[config.mk]
export PLATFORM = sky130hd
export DESIGN_NAME = number_to_spoken_word_tokens_top
export DESIGN_NICKNAME = d
export VERILOG_FILES = /design/src/hw/rtl/n2w_pkg.sv /design/src/hw/rtl/n2w_bcd.sv /design/src/hw/rtl/n2w_speak.sv /design/src/hw/rtl/number_to_spoken_word_tokens_top.sv
export SDC_FILE = /design/constraint.sdc
export NUM_CORES = 1
export LEC_CHECK = 0
export BUFFER_PORTS_ARGS = -buffer_cell sky130_fd_sc_hd__buf_4
export CAP_MARGIN = 20
export CELL_PAD_IN_SITES_DETAIL_PLACEMENT = 1
export CELL_PAD_IN_SITES_GLOBAL_PLACEMENT = 2
export CORE_MARGIN = 10
export CORE_UTILIZATION = 35
export CTS_CLUSTER_DIAMETER = 40
export CTS_CLUSTER_SIZE = 30
export DETAILED_ROUTE_END_ITERATION = 12
export GPL_TIMING_DRIVEN = 0
export PLACE_DENSITY = 0.76
export SLEW_MARGIN = 20
export SYNTH_ARGS = -nofsm -noshare
export SYNTH_HDL_FRONTEND = slang
export SYNTH_SLANG_ARGS = --single-unit
[constraint.sdc]
create_clock -name clk -period 4.7 [get_ports clk]
set_input_delay 0.235 -clock clk [delete_from_list [all_inputs] [get_ports clk]]
set_output_delay 0.235 -clock clk [all_outputs]
set_load 0.03 [all_outputs]
[src/hw/rtl/n2w_pkg.sv]
// Shared types and constants for the spoken-number word generator.
// Holds word codes, digit and group counts, FSM state types and the BCD handoff word.
// No dependencies.
package n2w_pkg;

	localparam int VALUE_BITS_DEF = 32;
	localparam int GROUPS         = 4;
	localparam int DEC_DIGITS     = GROUPS * 3;
	localparam int WORD_W         = 5;
	localparam int MAX_WORDS      = 20;
	localparam int CNT_W          = 5;

	localparam logic [WORD_W-1:0] W_KHONG    = 5'd0;
	localparam logic [WORD_W-1:0] W_TRAM     = 5'd10;
	localparam logic [WORD_W-1:0] W_LE       = 5'd11;
	localparam logic [WORD_W-1:0] W_MUOI_ONE = 5'd12;
	localparam logic [WORD_W-1:0] W_MUOI     = 5'd13;
	localparam logic [WORD_W-1:0] W_LAM      = 5'd14;
	localparam logic [WORD_W-1:0] W_MOT_LOW  = 5'd15;
	localparam logic [WORD_W-1:0] W_NGAN     = 5'd16;

	// Slots of one spoken group, in speaking order
	localparam logic [2:0] SLOT_HUND  = 3'd0;
	localparam logic [2:0] SLOT_TRAM  = 3'd1;
	localparam logic [2:0] SLOT_TENS  = 3'd2;
	localparam logic [2:0] SLOT_MUOI  = 3'd3;
	localparam logic [2:0] SLOT_UNIT  = 3'd4;
	localparam logic [2:0] SLOT_SCALE = 3'd5;
	localparam int         SLOTS      = 6;

	typedef enum logic [1:0] {
		CV_IDLE,
		CV_SHIFT,
		CV_DONE
	} conv_state_t;

	typedef enum logic {
		SP_IDLE,
		SP_RUN
	} spk_state_t;

	typedef logic [GROUPS-1:0][2:0][3:0] dec_digits_t;

	// Converter to sequencer handoff
	typedef struct packed {
		logic        valid;
		dec_digits_t digits;
	} bcd_word_t;

endpackage

[src/hw/rtl/n2w_bcd.sv]
// Bit-serial binary to BCD converter (shift and add-three), one input bit per cycle.
// Depends on n2w_pkg.
module n2w_bcd import n2w_pkg::*; #(
	parameter int VALUE_BITS = VALUE_BITS_DEF
) (
	input  logic        clk,
	input  logic        arst_n,
	input  logic        in_valid,
	output logic        in_stall,
	input  logic [31:0] value,
	output bcd_word_t   bcd,
	input  logic        bcd_take
);

	localparam int BIT_CNT_W = $clog2(VALUE_BITS);

	conv_state_t            state_q, state_d;
	logic                   load, shift;
	logic [VALUE_BITS-1:0]  bin_q;
	logic [BIT_CNT_W-1:0]   bit_cnt_q;
	dec_digits_t            bcd_q;
	logic [DEC_DIGITS-1:0][3:0] adj;
	logic [DEC_DIGITS-1:0][3:0] flat;
	logic [DEC_DIGITS*4-1:0]    adj_bits;

	assign flat     = bcd_q;
	assign adj_bits = adj;

	always_comb begin
		for (int i = 0; i < DEC_DIGITS; i++) begin
			adj[i] = (flat[i] >= 4'd5) ? flat[i] + 4'd3 : flat[i];
		end
	end

	always_comb begin
		state_d  = state_q;
		load     = 1'b0;
		shift    = 1'b0;
		in_stall = 1'b1;
		case (state_q)
			CV_IDLE: begin
				in_stall = 1'b0;
				if (in_valid) begin
					load    = 1'b1;
					state_d = CV_SHIFT;
				end
			end
			CV_SHIFT: begin
				shift = 1'b1;
				if (bit_cnt_q == BIT_CNT_W'(VALUE_BITS - 1)) begin
					state_d = CV_DONE;
				end
			end
			CV_DONE: begin
				if (bcd_take) begin
					state_d = CV_IDLE;
				end
			end
			default: state_d = CV_IDLE;
		endcase
	end

	always_ff @(posedge clk or negedge arst_n) begin
		if (!arst_n) begin
			state_q <= CV_IDLE;
		end else begin
			state_q <= state_d;
		end
	end

	always_ff @(posedge clk) begin
		if (load) begin
			bin_q     <= value[VALUE_BITS-1:0];
			bcd_q     <= '0;
			bit_cnt_q <= '0;
		end else if (shift) begin
			bin_q     <= bin_q << 1;
			bcd_q     <= {adj_bits[DEC_DIGITS*4-2:0], bin_q[VALUE_BITS-1]};
			bit_cnt_q <= bit_cnt_q + 1'b1;
		end
	end

	assign bcd.valid  = (state_q == CV_DONE);
	assign bcd.digits = bcd_q;

endmodule

[src/hw/rtl/n2w_speak.sv]
// Word sequencer: walks the spoken groups of a BCD number, one word per cycle
// while out_stall is low, into an output register. Depends on n2w_pkg.
module n2w_speak import n2w_pkg::*; (
	input  logic              clk,
	input  logic              arst_n,
	input  bcd_word_t         bcd,
	output logic              bcd_take,
	output logic              out_valid,
	input  logic              out_stall,
	output logic [WORD_W-1:0] word,
	output logic              last
);

	spk_state_t        state_q, state_d;
	dec_digits_t       digits_q;
	logic [1:0]        grp_q, top_q;
	logic [2:0]        slot_q;
	logic [CNT_W-1:0]  cnt_q;
	logic [GROUPS-1:0] nz_q;
	logic              out_valid_q, last_q;
	logic [WORD_W-1:0] word_q;

	logic              load, advance;
	logic [GROUPS-1:0] nz_in;
	logic [1:0]        top_in;
	logic [2:0]        first_slot;
	logic [3:0]        hund, tens, unit;
	logic              is_top, small_top;
	logic [SLOTS-1:0]  mask, rest;
	logic [2:0]        next_slot;
	logic [GROUPS-1:0] below;
	logic [1:0]        next_grp;
	logic              fin;
	logic [WORD_W-1:0] cur_word;

	// Incoming number: nonzero groups, top group and its first spoken slot
	always_comb begin
		for (int g = 0; g < GROUPS; g++) begin
			nz_in[g] = (bcd.digits[g] != '0);
		end
		top_in = 2'd0;
		for (int g = 1; g < GROUPS; g++) begin
			if (nz_in[g]) top_in = 2'(g);
		end
		if (bcd.digits[top_in][2] != 4'd0) begin
			first_slot = SLOT_HUND;
		end else if (bcd.digits[top_in][1] != 4'd0) begin
			first_slot = SLOT_TENS;
		end else begin
			first_slot = SLOT_UNIT;
		end
	end

	// Current group: which slots are spoken, and the word of this slot
	always_comb begin
		hund      = digits_q[grp_q][2];
		tens      = digits_q[grp_q][1];
		unit      = digits_q[grp_q][0];
		is_top    = (grp_q == top_q);
		small_top = is_top && (hund == 4'd0) && (tens == 4'd0);

		mask[SLOT_HUND]  = !small_top && ((hund != 4'd0) || !is_top);
		mask[SLOT_TRAM]  = mask[SLOT_HUND];
		mask[SLOT_TENS]  = !small_top && ((tens != 4'd0) || (unit != 4'd0));
		mask[SLOT_MUOI]  = !small_top && (tens >= 4'd2);
		mask[SLOT_UNIT]  = small_top || (unit != 4'd0);
		mask[SLOT_SCALE] = (grp_q != 2'd0);

		rest = mask & ~((SLOTS'(2) << slot_q) - SLOTS'(1));
		next_slot = slot_q;
		for (int i = SLOTS - 1; i >= 0; i--) begin
			if (rest[i]) next_slot = 3'(i);
		end

		below = nz_q & ((GROUPS'(1) << grp_q) - GROUPS'(1));
		next_grp = 2'd0;
		for (int g = 0; g < GROUPS; g++) begin
			if (below[g]) next_grp = 2'(g);
		end

		fin = ((rest == '0) && (below == '0)) || (cnt_q == CNT_W'(MAX_WORDS - 1));

		case (slot_q)
			SLOT_HUND:  cur_word = {1'b0, hund};
			SLOT_TRAM:  cur_word = W_TRAM;
			SLOT_TENS: begin
				if (tens == 4'd0)      cur_word = W_LE;
				else if (tens == 4'd1) cur_word = W_MUOI_ONE;
				else                   cur_word = {1'b0, tens};
			end
			SLOT_MUOI:  cur_word = W_MUOI;
			SLOT_UNIT: begin
				if (!small_top && (tens >= 4'd2) && (unit == 4'd1))   cur_word = W_MOT_LOW;
				else if (!small_top && (tens != 4'd0) && (unit == 4'd5)) cur_word = W_LAM;
				else                                                  cur_word = {1'b0, unit};
			end
			SLOT_SCALE: cur_word = W_NGAN + {3'b000, grp_q} - 5'd1;
			default:    cur_word = W_KHONG;
		endcase
	end

	always_comb begin
		state_d  = state_q;
		load     = 1'b0;
		advance  = 1'b0;
		bcd_take = 1'b0;
		case (state_q)
			SP_IDLE: begin
				bcd_take = bcd.valid;
				if (bcd.valid) begin
					load    = 1'b1;
					state_d = SP_RUN;
				end
			end
			SP_RUN: begin
				advance = !out_valid_q || !out_stall;
				if (advance && fin) begin
					state_d = SP_IDLE;
				end
			end
			default: state_d = SP_IDLE;
		endcase
	end

	always_ff @(posedge clk or negedge arst_n) begin
		if (!arst_n) begin
			state_q     <= SP_IDLE;
			out_valid_q <= 1'b0;
		end else begin
			state_q <= state_d;
			if (advance) begin
				out_valid_q <= 1'b1;
			end else if (!out_stall) begin
				out_valid_q <= 1'b0;
			end
		end
	end

	always_ff @(posedge clk) begin
		if (load) begin
			digits_q <= bcd.digits;
			nz_q     <= nz_in;
			top_q    <= top_in;
			grp_q    <= top_in;
			slot_q   <= first_slot;
			cnt_q    <= '0;
		end else if (advance) begin
			word_q <= cur_word;
			last_q <= fin;
			cnt_q  <= cnt_q + 1'b1;
			if (rest != '0) begin
				slot_q <= next_slot;
			end else begin
				grp_q  <= next_grp;
				slot_q <= SLOT_HUND;
			end
		end
	end

	assign out_valid = out_valid_q;
	assign word      = word_q;
	assign last      = last_q;

endmodule

[src/hw/rtl/number_to_spoken_word_tokens_top.sv]
// Spoken Vietnamese number words: one unsigned number in, a run of word codes out.
// Input channel: in_valid / in_stall carry one 32-bit value; a word is taken at a
//   clock edge where in_valid is high and in_stall is low. Only the low VALUE_BITS
//   bits count.
// Output channel: out_valid / out_stall carry word (5-bit code) and last, which
//   marks the final word of each number's run. Zero gives the single word KHONG.
// Flow: the value is loaded, converted bit-serially from binary to BCD, handed
//   to the sequencer, and then the first word lands in the output register;
//   further words follow one per cycle while out_stall is low.
// Overlap: the converter is free again once its result is handed to the
//   sequencer, so it can take a new value while the sequencer still speaks the
//   last one. A run holds at most MAX_WORDS (20) words, so without output stalls
//   the serial shift-and-add-three loop, not the sequencer, limits how often a
//   new value is taken.
// Stall: a stalled output word holds; the sequencer waits, and the converter
//   holds its finished result and raises in_stall until the sequencer takes it.
// Reset (arst_n low, asynchronous): both FSMs return to idle and the output
//   register empties; payload registers are not cleared.
// Depends on n2w_pkg, n2w_bcd and n2w_speak.
module number_to_spoken_word_tokens_top import n2w_pkg::*; #(
	parameter int VALUE_BITS = VALUE_BITS_DEF
) (
	input  logic              clk,
	input  logic              arst_n,
	input  logic              in_valid,
	output logic              in_stall,
	input  logic [31:0]       value,
	output logic              out_valid,
	input  logic              out_stall,
	output logic [WORD_W-1:0] word,
	output logic              last
);

	bcd_word_t bcd;
	logic      bcd_take;

	// Serial binary to decimal digits
	n2w_bcd #(
		.VALUE_BITS(VALUE_BITS)
	) u_bcd (
		.clk      (clk),
		.arst_n   (arst_n),
		.in_valid (in_valid),
		.in_stall (in_stall),
		.value    (value),
		.bcd      (bcd),
		.bcd_take (bcd_take)
	);

	// Group walk and word output register
	n2w_speak u_speak (
		.clk       (clk),
		.arst_n    (arst_n),
		.bcd       (bcd),
		.bcd_take  (bcd_take),
		.out_valid (out_valid),
		.out_stall (out_stall),
		.word      (word),
		.last      (last)
	);

endmodule
# After elaboration in Yosys (flattened, before gate mapping)
# Index checks and enable logic that the tools add are counted.
# word_totals
reg_bits	159
inputBits	36
# op_classes
n_shift	2
mux	59
order_cmp	15
reduce_logical	42
n_addsub	18
n_bitwise	5
n_eq_ne	19
# ops
operator	count
32-bit two-way mux	2
4-bit two-way mux	13
12-bit binary-select mux with 2-bit select	2
4-bit by 3-bit greater-or-equal comparator with 1-bit output (second input constant)	12
12-bit nonzero test	4
4-bit by 2-bit adder with 4-bit output (second input constant)	11
3-bit two-way mux	12
5-bit case mux with 6 select lines	1
12-bit two-way mux	2
2-bit two-way mux	10
4-bit nonzero test	5
1-bit two-way mux	13
4-bit zero test	3
5-bit by 1-bit adder with 5-bit output (second input constant)	2
5-bit equality test (second input constant)	2
1-bit logical AND	10
5-bit two-way mux	2
4-bit by 1-bit equality test with 1-bit output (second input constant)	2
8-bit by 1-bit inequality test with 1-bit output (second input constant)	1
6-bit bitwise AND	1
3-bit by 2-bit equality test with 1-bit output (second input constant)	2
3-bit equality test (second input constant)	2
6-bit zero test	1
2-bit by 3-bit less-than comparator with 1-bit output (second input constant)	2
other kinds (28)	43

# Depth between registers and ports, before layout
# logic_depth
ltp_word	17
ltp_mapped	10
depth_no_buf	9

# Cells and area by module
# Synthesis repeated with hierarchy kept, for this count alone.
# unflattened
hier_cells	718
hier_area_um2	7759.9
# by_module_without_submodules
module	area_each_um2	seq_area_each_um2	instances	cells_each
n2w_bcd	4304.1	2072.0	1	471
n2w_speak	3455.8	2102.0	1	247

# Least setup slack after synthesis
# No wires, ideal clock.
# synth_timing
path_type	flip-flop to flip-flop
from	reg u_speak.grp_q[0]
to	reg u_speak.grp_q[0] (enable)
synth_period_minus_slack_ns	2.667
slack_ns	2.033
stages_incl_launch_ff	9
t_arrival_ns	2.352
t_required_ns	4.385
path_cell_list	edfxtp_1 buf_6 buf_6 mux4_2 or4_1 a31oi_1 o21a_1 nand3b_1 o21bai_1
# synth_via
elab_chain_cells	11
elab_cells_between_ends	24
cone_classes	order compare: 1; eq/ne: 2; mux: 2; bitwise: 1; reduce/logical: 18
# synth_rtl
element	line_no	rtl
start, declared	n2w_speak.sv:16	logic [1:0] grp_q, top_q;
start signal, assigned	n2w_speak.sv:144	grp_q <= top_in;
start signal, assigned	n2w_speak.sv:154	grp_q <= next_grp;
parallel branches: the longest is 7 deep, another holds 4-bit by 2-bit greater-or-equal comparator with 1-bit output	n/a	
6-bit bitwise AND (*)	n2w_speak.sv:69	rest = mask & ~((SLOTS'(2) << slot_q) - SLOTS'(1));
6-bit nonzero test (*)	n2w_speak.sv:151	if (rest != '0) begin
2-bit by 1-bit inequality test with 1-bit output (no source line) (*)	n/a	
2-bit AND reduction (no source line) (*)	n/a	
# Mark *: on every way between the ends. The select of a mux whose other input is x is not followed.
# A chain may end at the register's enable or synchronous reset.

# Final worst setup path
# layout_timing
from	reg u_speak.grp_q[1]
to	reg u_speak.grp_q[1] (enable)
# The elaborated chain is that of the path after synthesis.

==> results.json <==
{
  "worstPathMaxFanout": 10,
  "p_leak_nw": 3.49,
  "cts_made_buffers": 17,
  "placementRows": 54,
  "max-slew-margin-rel_pct": 47.3,
  "yosysWarnings": 0,
  "cts_hold_buffers": 1,
  "gp_congestion": 0.803,
  "core_area_sq_um": 21800,
  "clock_path_buffers": 2,
  "fin_total_pwr_mw": 6.46,
  "end_kind": "flop",
  "clkTransAtPathRegs_ns": 0.07,
  "path_class": "reg -> reg",
  "synth_area_per_cell_sq_um": 10.5,
  "mostFrequentLayoutCell": "nand2_1",
  "area_growth_pct": 17.7,
  "post_cts_buffers": 0,
  "dp_hpwl_um": 15600,
  "finalCritPeriodShare_pct": 68.7,
  "synth_area_leaders": "edfxtp_1, dfxtp_1, ha_1",
  "drv_cap": 0,
  "nNetsFinal": 879,
  "synth_top_area_cell": "edfxtp_1",
  "fp.dieH_um": 169,
  "tightestPinTransition_ns": 0.791,
  "final_cell_mix": "nand2_1, edfxtp_1, dfxtp_1",
  "n_antenna_cell": 0,
  "synth-edff-count": 97,
  "port_buffers": 43,
  "cp.arrival_ns": 3.34,
  "nFillCells": 2418,
  "outcome": "completed",
  "async_flop_share_pct": 2.52,
  "dr_total_vias": 5692,
  "hp-class": "in -> reg",
  "routedWlPerCell_um": 19.2,
  "post-route-drc-count": 0,
  "start_util_pct": 35.5,
  "hold_viol": 0,
  "synth_seq_cells": 159,
  "p_per_area_nw_per_um2": 710,
  "rsz0062_at_grt": "no",
  "ys_types": 55,
  "drt_wl_total_um": 21000,
  "finalSetupTns_ns": 0,
  "clock_latency_ns": 0.42,
  "seq_area_frac_synth_pct": 54.0,
  "cp.required_ns": 4.81,
  "first_global_vias": 6048,
  "detail-route-antenna-nets": 0,
  "die-area_sq_um": 28400,
  "grt_max_degree": 64,
  "io_pins": 44,
  "synth_cells": 736,
  "synth_ff_type": "edfxtp_1",
  "peakVddDrop_mv": 0.260,
  "max_freq_ghz": 0.310,
  "drt_pre_antenna_iters": 4,
  "min_period_ns": 3.23,
  "setup_viol": 0,
  "grt_antenna_before_repair": 0,
  "drv_slew": 0,
  "drive_above_1_share_pct": 12.2,
  "grt.overflow.total": 0,
  "cts_tree": "built",
  "cts_resized": 0,
  "dieWidth_um": 169,
  "h-tree-depth": 4,
  "groute.usage.overall_pct": 14.9,
  "grt_first_pass_wirelength_um": 33800,
  "syn_nets": 816,
  "vias_per_cell": 5.21,
  "netlist_area_sq_um": 7730,
  "drt_iter0_markers": 398,
  "cts_sinks": 159,
  "skew_ns": 0.0114,
  "synth_top_cell_area_share_pct": 37.7,
  "start_kind": "flop",
  "clockRootBuffer": "clkbuf_16"
}
per-stage QoR:
stage | hold slack (ns) | std cells | instance area [sq um] | util (%) | worst slack [ns]
6_report | 0.0549 | 1092 | 9090 | 41.8 | 1.47
5_1_grt | 0.0497 | 1092 | 9090 | 41.8 | 1.28
4_1_cts | 0.0494 | 1092 | 9090 | 41.8 | 1.44
3_5_place_dp | 0.0418 | 1059 | 8410 | 38.6 | 1.50
3_3_place_gp | 0.0360 | 1059 | 8400 | 38.6 | 1.55
2_1_floorplan | -0.0606 | 736 | 7730 | - | 2.03
registers in the layout (all words and copies together), names as in the netlist, 2 cells and up:
name              flops
u_bcd.bin_q          32
u_speak.grp_q         2
u_speak.nz_q          4
u_bcd.bit_cnt_q       5
u_speak.word          5
u_speak.top_q         2
u_speak.digits_q     48
u_bcd.state_q         2
u_speak.slot_q        3
u_bcd.bcd            48
u_speak.cnt_q         5
logic make-up after synthesis:
family,count (synthesis),synth area share (%)
compound gates,146,11.2
xor+xnor,36,4.08
fa+ha+maj,44,7.12
buf+inv,70,3.61
flops,159,54.0
mux,15,4.06
simple gates,266,15.9
power by group:
group | total, mW | leakage (nW) | switching (mW) | internal [mW]
Clock | 1.57 | 0.323 | 0.577 | 0.991
Combinational | 2.36 | 1.70 | 1.46 | 0.897
Sequential | 2.53 | 1.47 | 0.441 | 2.09
synthesized netlist by cell type, types with 2 or more instances:
| cell type | instances |
|---|---|
| nand2_1 | 122 |
| edfxtp_1 | 97 |
| dfxtp_1 | 58 |
| o21ai_0 | 57 |
| a21oi_1 | 48 |
| ha_1 | 44 |
| nand3_1 | 44 |
| nor2_1 | 44 |
| inv_1 | 39 |
| clkbuf_1 | 25 |
| xor2_1 | 21 |
| nand2b_1 | 16 |
| xnor2_1 | 15 |
| mux4_2 | 13 |
| o32ai_1 | 13 |
| nor4_1 | 8 |
| nor3_1 | 5 |
| or4_1 | 5 |
| a31oi_1 | 4 |
| dfrtp_1 | 4 |
| nand4_1 | 4 |
| nor2b_1 | 4 |
| and3_1 | 3 |
| buf_1 | 3 |
| o211ai_1 | 3 |
| o21bai_1 | 3 |
| and2_1 | 2 |
| buf_6 | 2 |
| nor3b_1 | 2 |
| o31ai_1 | 2 |
| or4_4 | 2 |
worst max-delay path: stages (launching register included):
cell and delay (ns):
edfxtp_1 0.54, buf_1 0.51, mux4_2 0.44, or4_1 0.58, a31oi_1 0.26, o21a_1 0.21
nand3b_1 0.11, o21bai_1 0.26
layout make-up:
cell class | count | area, sq um | area share, %
plain buffers | 31 | 135 | 1.49
clock buffers | 22 | 508 | 5.59
clock inverters | 10 | 170 | 1.87
inverters | 39 | 146 | 1.61
multi-input cells | 507 | 3280 | 36.0
flip-flops and latches | 159 | 4170 | 45.9
well taps | 280 | 350 | 3.85
repair buffers | 44 | 333 | 3.66
final timing paths:
| path | startpoint | endpoint | slack [ns] | cells after the start |
|---|---|---|---|---|
| worst max register to register | u_speak.grp_q[1] | u_speak.grp_q[1] | 1.47 | 7 |
| max in group asynchronous | arst_n | u_bcd.state_q[1] | 4.45 | 2 |
| worst min-delay path | out_stall | u_speak.out_valid | 0.05 | 3 |
| worst min register to register | u_bcd.bin_q[31] | u_bcd.bcd[0] | 0.45 | 2 |
| min in group asynchronous | arst_n | u_bcd.state_q[0] | 0.14 | 2 |
| worst max-delay path | u_speak.grp_q[1] | u_speak.grp_q[1] | 1.47 | 7 |
metal layers:
metal / global-route usage (%) / wire (um)
met5: 0 / 0
met3: 2.83 / 790
met2: 25.3 / 10600
met1: 18.7 / 9340
met4: 4.66 / 286
Note: power is estimated with default switching activity, not from simulation.
